### src/hdl/bbfa_pkg.sv
`timescale 1ns / 1ps
// ----------------------------------------------------------------------------
// bbfa_pkg
// Shared constants, codes and control types of the bitmap best-fit allocator.
// ----------------------------------------------------------------------------
package bbfa_pkg;

  // map geometry
  localparam int MAP_BITS = 64;
  localparam int CNT_W    = $clog2(MAP_BITS);
  localparam int LEN_W    = 7;
  localparam int IDX_W    = 6;
  localparam int OP_W     = 2;
  localparam int CMP_W    = LEN_W + 1;

  // operation codes
  typedef enum logic [OP_W-1:0] {
    OP_WRITE = 2'd0,
    OP_READ  = 2'd1,
    OP_ALLOC = 2'd2,
    OP_NONE  = 2'd3
  } op_t;

  // control broadcast to every cell of the ring
  typedef struct packed {
    logic             shift;
    logic             wr_en;
    logic [IDX_W-1:0] wr_idx;
    logic             wr_val;
    logic             mark_en;
    logic [CMP_W-1:0] mark_lo;
    logic [CMP_W-1:0] mark_hi;
  } cell_ctrl_t;

  // best run seen by the scanner
  typedef struct packed {
    logic             have;
    logic [CNT_W-1:0] best_pos;
  } scan_res_t;

endpackage

### src/hdl/bbfa_cell.sv
`timescale 1ns / 1ps
// ----------------------------------------------------------------------------
// bbfa_cell
// One map cell: holds one bit, passes it to its neighbor while the ring
// rotates, and takes direct writes and range marks at its home index.
// ----------------------------------------------------------------------------
module bbfa_cell
  import bbfa_pkg::*;
(
  input  logic             clk,
  input  logic             rst,
  input  cell_ctrl_t       ctrl,
  input  logic [CNT_W-1:0] cell_index,
  input  logic             nbr_bit,
  output logic             cell_bit
);

  logic cell_q;
  logic wr_hit;
  logic mark_hit;

  // decode against this cell's home index
  assign wr_hit   = ctrl.wr_en && (CMP_W'(ctrl.wr_idx) == CMP_W'(cell_index));
  assign mark_hit = ctrl.mark_en && (CMP_W'(cell_index) >= ctrl.mark_lo) &&
                    (CMP_W'(cell_index) < ctrl.mark_hi);

  // cell storage
  always_ff @(posedge clk) begin
    if (rst) begin
      cell_q <= 1'b0;
    end else if (ctrl.shift) begin
      cell_q <= nbr_bit;
    end else if (wr_hit) begin
      cell_q <= ctrl.wr_val;
    end else if (mark_hit) begin
      cell_q <= 1'b1;
    end
  end

  assign cell_bit = cell_q;

endmodule

### src/hdl/bbfa_scan.sv
`timescale 1ns / 1ps
// ----------------------------------------------------------------------------
// bbfa_scan
// Run tracker at the ring head: sees one cell per cycle while step is high,
// measures free runs, keeps the smallest run that fits, lowest start on ties.
// ----------------------------------------------------------------------------
module bbfa_scan
  import bbfa_pkg::*;
(
  input  logic             clk,
  input  logic             clr,
  input  logic             step,
  input  logic             head_bit,
  input  logic [CNT_W-1:0] pos,
  input  logic [LEN_W-1:0] map_len,
  input  logic [LEN_W-1:0] req_size,
  output scan_res_t        res
);

  logic [LEN_W-1:0] run_len;
  logic [CNT_W-1:0] run_start;
  logic             have;
  logic [LEN_W-1:0] best_len;
  logic [CNT_W-1:0] best_pos;

  logic             free;
  logic             last;
  logic             closing;
  logic             tail;
  logic [LEN_W-1:0] cand_len;
  logic [CNT_W-1:0] cand_start;
  logic             cand_ok;

  // classify the head cell and form the run that ends here, if any
  always_comb begin
    free       = !head_bit && (LEN_W'(pos) < map_len);
    last       = (pos == CNT_W'(MAP_BITS - 1));
    closing    = !free && (run_len != '0);
    tail       = free && last;
    cand_len   = tail ? run_len + LEN_W'(1) : run_len;
    cand_start = (tail && (run_len == '0)) ? pos : run_start;
    cand_ok    = (closing || tail) && (req_size != '0) && (cand_len >= req_size) &&
                 (!have || (cand_len < best_len));
  end

  // run and best-fit registers
  always_ff @(posedge clk) begin
    if (clr) begin
      run_len <= '0;
      have    <= 1'b0;
    end else if (step) begin
      run_len <= free ? run_len + LEN_W'(1) : '0;
      if (free && (run_len == '0)) begin
        run_start <= pos;
      end
      if (cand_ok) begin
        have     <= 1'b1;
        best_len <= cand_len;
        best_pos <= cand_start;
      end
    end
  end

  assign res.have     = have;
  assign res.best_pos = best_pos;

endmodule

### src/hdl/bitmap_best_fit_allocator_core.sv
`timescale 1ns / 1ps
// Sequencing: a write goes straight to the result; a read and an allocate first scan
//   the 64-cell ring through one full rotation past the scanner, and an allocate
//   then marks its run. Flow: one item at a time, taken once the previous result is
//   loaded into the output register, later while a result is stalled.
// Reset: synchronous on rst; every cell is cleared to free and map_length is 64.
// ----------------------------------------------------------------------------
// bitmap_best_fit_allocator_core
// Best-fit allocator over a ring of one-bit cells with a run scanner at its head.
// ----------------------------------------------------------------------------
module bitmap_best_fit_allocator_core
  import bbfa_pkg::*;
(
  input  logic        clk,
  input  logic        rst,
  // slave stream
  input  logic        s_tvalid,
  output logic        s_tready,
  input  logic [15:0] s_tdata,   // bit_index[5:0], bit_value[6], request_size[13:7], zero
  input  logic [1:0]  s_tuser,   // operation[1:0]
  // master stream
  output logic        m_tvalid,
  input  logic        m_tready,
  output logic [7:0]  m_tdata,   // position[5:0], bit_read[6], zero
  output logic        m_tuser,   // found
  // configuration write
  input  logic        cfg_valid,
  output logic        cfg_ready,
  input  logic [6:0]  cfg_data   // map_length
);

  typedef enum logic [3:0] {
    ST_IDLE   = 4'b0001,
    ST_SCAN   = 4'b0010,
    ST_MARK   = 4'b0100,
    ST_RESULT = 4'b1000
  } state_t;

  state_t state, state_next;

  logic [LEN_W-1:0] map_length;
  logic [LEN_W-1:0] len_eff;
  op_t              op;
  logic [IDX_W-1:0] idx;
  logic [LEN_W-1:0] size;
  logic [CNT_W-1:0] pos;
  logic             res_found;
  logic [IDX_W-1:0] res_pos;
  logic             res_rd;

  logic             s_xfer;
  logic             out_free;
  op_t              in_op;
  cell_ctrl_t       ctrl;
  scan_res_t        scan;
  logic [MAP_BITS-1:0] map_bit;

  // configuration register
  assign cfg_ready = 1'b1;
  always_ff @(posedge clk) begin
    if (rst) begin
      map_length <= LEN_W'(MAP_BITS);
    end else if (cfg_valid) begin
      map_length <= cfg_data;
    end
  end
  assign len_eff = (map_length > LEN_W'(MAP_BITS)) ? LEN_W'(MAP_BITS) : map_length;

  assign s_tready = (state == ST_IDLE);
  assign s_xfer   = s_tvalid && s_tready;
  assign in_op    = op_t'(s_tuser);
  assign out_free = !m_tvalid || m_tready;

  // state sequencing
  always_comb begin
    state_next = state;
    case (state)
      ST_IDLE: begin
        if (s_xfer) begin
          if (in_op inside {OP_READ, OP_ALLOC}) begin
            state_next = ST_SCAN;
          end else begin
            state_next = ST_RESULT;
          end
        end
      end
      ST_SCAN: begin
        if (pos == CNT_W'(MAP_BITS - 1)) begin
          state_next = (op == OP_ALLOC) ? ST_MARK : ST_RESULT;
        end
      end
      ST_MARK:   state_next = ST_RESULT;
      ST_RESULT: begin
        if (out_free) begin
          state_next = ST_IDLE;
        end
      end
      default:   state_next = ST_IDLE;
    endcase
  end

  always_ff @(posedge clk) begin
    if (rst) begin
      state <= ST_IDLE;
    end else begin
      state <= state_next;
    end
  end

  // item capture, scan position and result assembly
  always_ff @(posedge clk) begin
    if (s_xfer) begin
      op        <= in_op;
      idx       <= s_tdata[5:0];
      size      <= s_tdata[13:7];
      pos       <= '0;
      res_found <= 1'b0;
      res_pos   <= '0;
      res_rd    <= 1'b0;
    end else if (state == ST_SCAN) begin
      pos <= pos + CNT_W'(1);
      if ((op == OP_READ) && (CMP_W'(pos) == CMP_W'(idx))) begin
        res_rd <= map_bit[0];
      end
    end else if ((state == ST_MARK) && scan.have) begin
      res_found <= 1'b1;
      res_pos   <= IDX_W'(scan.best_pos);
    end
  end

  // cell control broadcast
  always_comb begin
    ctrl.shift   = (state == ST_SCAN);
    ctrl.wr_en   = s_xfer && (in_op == OP_WRITE);
    ctrl.wr_idx  = s_tdata[5:0];
    ctrl.wr_val  = s_tdata[6];
    ctrl.mark_en = (state == ST_MARK) && scan.have;
    ctrl.mark_lo = CMP_W'(scan.best_pos);
    ctrl.mark_hi = CMP_W'(scan.best_pos) + CMP_W'(size);
  end

  // ring of cells, cell zero at the scanner
  for (genvar i = 0; i < MAP_BITS; i++) begin : g_cell
    bbfa_cell u_cell (
      .clk        (clk),
      .rst        (rst),
      .ctrl       (ctrl),
      .cell_index (CNT_W'(i)),
      .nbr_bit    (map_bit[(i + 1) % MAP_BITS]),
      .cell_bit   (map_bit[i])
    );
  end

  bbfa_scan u_scan (
    .clk      (clk),
    .clr      (s_xfer),
    .step     (state == ST_SCAN),
    .head_bit (map_bit[0]),
    .pos      (pos),
    .map_len  (len_eff),
    .req_size (size),
    .res      (scan)
  );

  // output register
  always_ff @(posedge clk) begin
    if (rst) begin
      m_tvalid <= 1'b0;
    end else if ((state == ST_RESULT) && out_free) begin
      m_tvalid <= 1'b1;
    end else if (m_tready) begin
      m_tvalid <= 1'b0;
    end
  end

  always_ff @(posedge clk) begin
    if ((state == ST_RESULT) && out_free) begin
      m_tdata <= {1'b0, res_rd, res_pos};
      m_tuser <= res_found;
    end
  end

endmodule

### config.mk
export PLATFORM = sky130hd
export DESIGN_NAME = bitmap_best_fit_allocator_core
export DESIGN_NICKNAME = d
export VERILOG_FILES = /design/src/hdl/bbfa_pkg.sv /design/src/hdl/bbfa_cell.sv /design/src/hdl/bbfa_scan.sv /design/src/hdl/bitmap_best_fit_allocator_core.sv
export SDC_FILE = /design/constraint.sdc
export NUM_CORES = 1
export LEC_CHECK = 0
export BUFFER_PORTS_ARGS = -buffer_cell sky130_fd_sc_hd__buf_2
export CORE_ASPECT_RATIO = 1.75
export CORE_MARGIN = 2
export CORE_UTILIZATION = 35
export CTS_BUF_LIST = sky130_fd_sc_hd__clkbuf_4 sky130_fd_sc_hd__clkbuf_8
export DETAILED_ROUTE_END_ITERATION = 16
export SYNTH_ARGS = -nofsm -noshare
export SYNTH_HDL_FRONTEND = slang
export SYNTH_SLANG_ARGS = --single-unit
### constraint.sdc
create_clock -name clk -period 4.07 [get_ports clk]
set_input_delay 0.814 -clock clk [delete_from_list [all_inputs] [get_ports clk]]
set_output_delay 0.814 -clock clk [all_outputs]
set_load 0.01 [all_outputs]
# After elaboration in Yosys (flattened, before gate mapping)
# Cells that the tools add are included.
word_totals:
  ff_bits: 140
  out_inout_bits: 12
op_classes:
  addsub: 3
  magnitude_cmp: 132
  n_eq_ne: 76
  n_mux: 204
  bitwise_logic: 2
  n_reduce_logical: 289
op_table:
  columns: ["cell", "count"]
  rows:
  - ["< comparator 6 x 8 -> 1 bit, first input constant", 32]
  - ["logical AND 1 bit", 205]
  - ["equality test 6 bit, second input constant", 33]
  - ["two-way mux 1 bit", 194]
  - ["greater-or-equal comparator 6 bit, first input constant", 32]
  - ["nonzero test 3 bit", 64]
  - ["< comparator 5 x 8 -> 1 bit, first input constant", 16]
  - ["equality test 6 x 5 -> 1 bit, second input constant", 16]
  - ["greater-or-equal comparator 5 x 6 -> 1 bit, first input constant", 16]
  - ["< comparator 4 x 8 -> 1 bit, first input constant", 8]
  - ["equality test 6 x 4 -> 1 bit, second input constant", 8]
  - ["greater-or-equal comparator 4 x 6 -> 1 bit, first input constant", 8]
  - ["< comparator 3 x 8 -> 1 bit, first input constant", 4]
  - ["equality test 6 x 3 -> 1 bit, second input constant", 4]
  - ["greater-or-equal comparator 3 x 6 -> 1 bit, first input constant", 4]
  - ["two-way mux 7 bit", 3]
  - ["two-way mux 4 bit", 5]
  - ["< comparator 1 x 8 -> 1 bit, first input constant", 2]
  - ["< comparator 2 x 8 -> 1 bit, first input constant", 2]
  - ["one-hot mux 4 bit (4 select lines)", 1]
  - ["nonzero test 7 bit", 2]
  - ["equality test 6 x 2 -> 1 bit, second input constant", 2]
  - ["greater-or-equal comparator 1 x 6 -> 1 bit, first input constant", 2]
  - ["greater-or-equal comparator 2 x 6 -> 1 bit, first input constant", 2]
  - ["other kinds (27)", 41]

# Depth between registers and ports, before layout
logic_depth:
  ltp_word: 11
  ltp_mapped: 15
  ltp_nobuf: 14

# Hierarchy
# Synthesis repeated with hierarchy kept, for this count alone.
hier_totals:
  hier_cells: 3752
  area_unflattened_um2: 29938.7
modules_own_cells:
  columns: ["module", "n_inst", "cells_per_inst", "area_per_inst_um2", "seq_area_each_um2"]
  rows:
  - ["bbfa_cell", 64, 53, 406.6, 20.0]
  - ["bitmap_best_fit_allocator_core", 1, 193, 2195.9, 1211.2]
  - ["bbfa_scan", 1, 167, 1717.9, 730.7]

# Least setup slack after synthesis
# OpenSTA, ideal clock, no wires.
synth_timing:
  path_kind: "register to register"
  start: "register map_length[6]"
  end: "register u_scan.best_len[0], enable pin"
  t_arrival_ns: 3.104
  slack_ns: 0.605
  stages_incl_launch_ff: 16
  n_path_buf: 1
  cell_sequence: "dfxtp_1 nand2b_1 ha_1 a211oi_1 o21ai_0 a211o_1 clkbuf_1 xnor2_1 inv_1 ha_1 nand2b_1 a21oi_1 nor2b_1 o21ai_0 a211oi_1 o311a_1"
synth_lines:
  columns: ["item", "line", "text"]
  rows:
  - ["start: declaration", "bitmap_best_fit_allocator_core.sv:41", "logic [LEN_W-1:0] map_length;"]
  - ["start signal: assignment", "bitmap_best_fit_allocator_core.sv:62", "map_length <= LEN_W'(MAP_BITS);"]
  - ["start signal: assignment", "bitmap_best_fit_allocator_core.sv:64", "map_length <= cfg_data;"]
  - ["greater-than comparator 7 bit", "bitmap_best_fit_allocator_core.sv:67", "assign len_eff = (map_length > LEN_W'(MAP_BITS)) ? LEN_W'(MAP_BITS) : map_length;"]
  - ["two-way mux 7 bit (*)", "bitmap_best_fit_allocator_core.sv:67", null]
  - ["< comparator 6 x 7 -> 1 bit (*)", "bbfa_scan.sv:36", "free = !head_bit && (LEN_W'(pos) < map_len);"]
  - ["logical AND 1 bit (*)", "bbfa_scan.sv:36", null]
  - ["logical AND 1 bit (*)", "bbfa_scan.sv:39", "tail = free && last;"]
  - ["two-way mux 7 bit (*)", "bbfa_scan.sv:40", "cand_len = tail ? run_len + LEN_W'(1) : run_len;"]
  - ["via u_scan.cand_len[0]", "bbfa_scan.sv:30", "logic [LEN_W-1:0] cand_len;"]
  - ["greater-or-equal comparator 7 bit or < comparator 7 bit (tied branches)", "bbfa_scan.sv:42, bbfa_scan.sv:43", null]
  - ["logical AND 1 bit or logical OR 1 bit (tied branches)", "bbfa_scan.sv:42, bbfa_scan.sv:43", null]
  - ["logical AND 1 bit (*)", "bbfa_scan.sv:42", "cand_ok = (closing || tail) && (req_size != '0) && (cand_len >= req_size) &&"]
  - ["AND reduction 3 bit (no source line) (*)", null, null]
  - ["end signal: assignment", "bbfa_scan.sv:58", "best_len <= cand_len;"]
  - ["end: declaration", "bbfa_scan.sv:23", "logic [LEN_W-1:0] best_len;"]
# Mark *: on every way through the listed nets, which the timed path passes. The rest lies on a longest branch.
# A chain may end at the register's enable or synchronous reset.

# Worst setup path in the final report
layout_timing:
  start: "register map_length[6]"
  end: "register u_scan.best_pos[2], enable pin"
layout_lines:
  columns: ["item", "line", "text"]
  rows:
  - ["greater-than comparator 7 bit", "bitmap_best_fit_allocator_core.sv:67", null]
  - ["two-way mux 7 bit (*)", "bitmap_best_fit_allocator_core.sv:67", null]
  - ["< comparator 6 x 7 -> 1 bit (*)", "bbfa_scan.sv:36", null]
  - ["logical AND 1 bit (*)", "bbfa_scan.sv:36", null]
  - ["logical AND 1 bit (*)", "bbfa_scan.sv:39", null]
  - ["two-way mux 7 bit (*)", "bbfa_scan.sv:40", null]
  - ["via u_scan.cand_len[4]", "bbfa_scan.sv:30", null]
  - ["greater-or-equal comparator 7 bit or < comparator 7 bit (tied branches)", "bbfa_scan.sv:42, bbfa_scan.sv:43", null]
  - ["logical AND 1 bit or logical OR 1 bit (tied branches)", "bbfa_scan.sv:42, bbfa_scan.sv:43", null]
  - ["logical AND 1 bit (*)", "bbfa_scan.sv:42", null]
  - ["AND reduction 3 bit (no source line) (*)", null, null]
  - ["end signal: assignment", "bbfa_scan.sv:59", "best_pos <= cand_start;"]
  - ["end: declaration", "bbfa_scan.sv:24", "logic [CNT_W-1:0] best_pos;"]
# Marked as above.

==> impl_metrics.tcl <==
set metrics [dict create \
    hpwl_um 21400 \
    async_reset_ff_frac 0 \
    dp_cells 1331 \
    grt_max_degree 70 \
    port_buffers 37 \
    io_pins 42 \
    setup_viol 0 \
    htree_num_levels 4 \
    syn_avg_cell_area_um2 8.29 \
    maxCapViolations 0 \
    worstHoldPathType "register to register" \
    finalWeightedCongestion 0.985 \
    cts_tree "yes" \
    num_vias 8192 \
    postCtsSetupRepairBufs 0 \
    ant_nets 0 \
    rows 75 \
    slew_violations 0 \
    clockRootBuffer "clkbuf_8" \
    die_height_um 209 \
    synth_cell_types 65 \
    netlist_instances 1017 \
    wl_per_cell_um 21.9 \
    diodes 0 \
    synthFlopType "dfxtp_1" \
    min_period_ns 3.72 \
    ir_drop_mv 0.240 \
    power_density_nw_per_um2 347 \
    hold_viol 0 \
    synth-edff-count 42 \
    vias_per_cell 6.01 \
    cts_resized 0 \
    ys_warn_count 0 \
    leakagePower_nw 3.59 \
    nets 1101 \
    post_dp_cell_area_um2 9030 \
    grt_pass1_vias 8227 \
    regArea_um2 3220 \
    dieArea_um2 25400 \
    rrSetupSlack_ns 0.35 \
    antenna_found_initial 0 \
    holdBufCountCts 0 \
    die_x_um 121 \
    fin_area_um2 9450 \
    grt.total_usage 0.240 \
    yosysSeqAreaShare 0.382 \
    tns_ns 0 \
    core_area_um2 23800 \
    critPathRequiredTime_ns 4.28 \
    first_pass_iters 5 \
    status "finished clean" \
    worst_slew_pin_slew_ns 0.999 \
    clkLatencyLatePin_ns 0.50 \
    dpl_worst_slack_ns 0.314 \
    syn_area_um2 8430 \
    grt-ovfl-total 0 \
    grt_pass1_wl_um 46100 \
    maxSlewHeadroom 0.332 \
    whs_ns 0.437 \
    critPathLaunchType "register" \
    post-route-period-util 0.914 \
    arrival_ns 3.93 \
    instances_no_fill 1363 \
    ys_seq_elements 140 \
    cts_inserted_buffers 17 \
    rsz0062_at_grt "no" \
    cts_buffer_depth 2 \
    drc 0 \
    clk_pin_slew_ns 0.08 \
    multi_input_area_um2 4830 \
    fin_skew_ns 0.0119 \
    max_freq_mhz 269 \
    cts.sinks 140 \
    drive_gt1_frac 0.122 \
    setup_ws_ns 0.349 \
    area_growth_pct 12.0 \
    path_class "register to register" \
    routed_wl_um 29900 \
    initial_core_util 0.354 \
    drt-initial-drc-count 919 \
    power_mw 3.27 \
    endpoint_kind "register" \
    crit_fanout 9 \
    syn_nets 1076 \
    fill_cells 2484 \
    fin_util 0.396 \
]
[routing by layer]
layer,global-route usage,part of all wire
met2,0.427,0.52
met3,0.0443,0.051
met5,0,0
met1,0.246,0.35
met4,0.176,0.077
[registers in the layout, indices dropped and copies added (netlist names), 2 cells and up]
register and count:
state 4, u_scan.best_len 7, u_scan.run_len 7, pos 6, op 2, res_pos 6
idx 6, g_cell.u_cell.cell_bit 64, size 7, m_tdata 7, u_scan.run_start 6, map_length 7
u_scan.best_pos 6
[critical path, stage by stage, from the launching register on]
cell      delay, ns
dfxtp_1        0.37
nand2b_1       0.17
ha_1           0.28
a211oi_1       0.21
o21ai_0        0.15
a211o_1        0.43
nor2_1         0.18
xor2_1         0.36
ha_1           0.25
o21a_1         0.12
o21a_1         0.09
o21ai_0        0.07
a211oi_1       0.33
o311a_1        0.25
buf_4          0.17
[layout by cell type, fill, tap and decap left out, drive strengths merged, types with 16 or more instances in the layout]
cell | netlist | layout
nor2 | 138 | 138
dfxtp | 98 | 98
o21ai | 89 | 89
a21oi | 77 | 77
buf | 11 | 74
a211oi | 70 | 70
nand2 | 66 | 66
edfxtp | 42 | 42
o211ai | 36 | 36
inv | 32 | 34
ha | 28 | 28
a211o | 26 | 26
nor3 | 24 | 24
clkbuf | 57 | 19
nand2b | 18 | 18
nand3 | 17 | 17
o21bai | 16 | 16
[kinds of logic (layout without fill, tap and decap cells)]
family / after synthesis / in the layout / synth area share
AO/OA/AOI/OAI: 381 / 381 / 0.301
flip-flops: 140 / 140 / 0.382
XOR/XNOR: 19 / 19 / 0.0197
other: 2 / 2 / 0.000891
multiplexers: 12 / 12 / 0.0148
buffers and inverters: 100 / 138 / 0.0469
adder cells (fa/ha/maj): 29 / 29 / 0.0439
AND/OR/NAND/NOR: 334 / 334 / 0.190
[Yosys cell counts (3+ instances only)]
cell	n	area share
o21ai_0	88	0.052
a2111oi_0	6	0.0062
or3_1	9	0.0067
mux2i_1	8	0.0095
mux2_2	4	0.0053
nor4_1	6	0.0045
nor3_1	22	0.013
o221ai_1	9	0.0094
clkbuf_1	57	0.025
or2_2	12	0.0089
nand2_1	66	0.029
o22ai_1	3	0.0022
a21o_1	7	0.0062
nand3_1	17	0.010
nor2_1	137	0.061
o21a_1	4	0.0036
inv_1	32	0.014
a21oi_1	77	0.046
edfxtp_1	42	0.15
buf_1	4	0.0018
and3_1	7	0.0052
o21bai_1	16	0.014
nand2b_1	18	0.013
ha_1	28	0.042
o32ai_1	3	0.0031
nor2b_1	12	0.0089
xnor2_1	7	0.0073
and2_1	7	0.0052
o211ai_1	36	0.032
a221o_1	9	0.011
a31oi_1	3	0.0022
a211o_1	26	0.027
a211oi_1	70	0.062
a221oi_1	11	0.011
xor2_1	12	0.012
nand4_1	5	0.0037
nand3b_1	3	0.0027
dfxtp_1	98	0.23
buf_2	4	0.0024
[path summary, 6_finish.rpt]
check           startpoint                  to  cells past startpoint
min reg2reg     res_pos[0]          m_tdata[0]                      0
min             res_pos[0]          m_tdata[0]                      0
max reg2reg  map_length[6]  u_scan.best_pos[2]                     14
max          map_length[6]  u_scan.best_pos[2]                     14
[final cells by class]
cell class	count	share of cell area
Timing Repair Buffer	74	0.0503
Multi-Input combinational cell	777	0.511
Clock inverter	13	0.0176
Sequential cell	140	0.341
Inverter	32	0.0127
Clock buffer	19	0.0264
Tap cell	308	0.0408
[power breakdown]
part	leakage, nW	internal (mW)	switching (mW)
clock network	0.205	0.622	0.594
registers	1.18	1.49	0.0441
logic	2.20	0.174	0.349
Power figures use the tool's default switching activity.
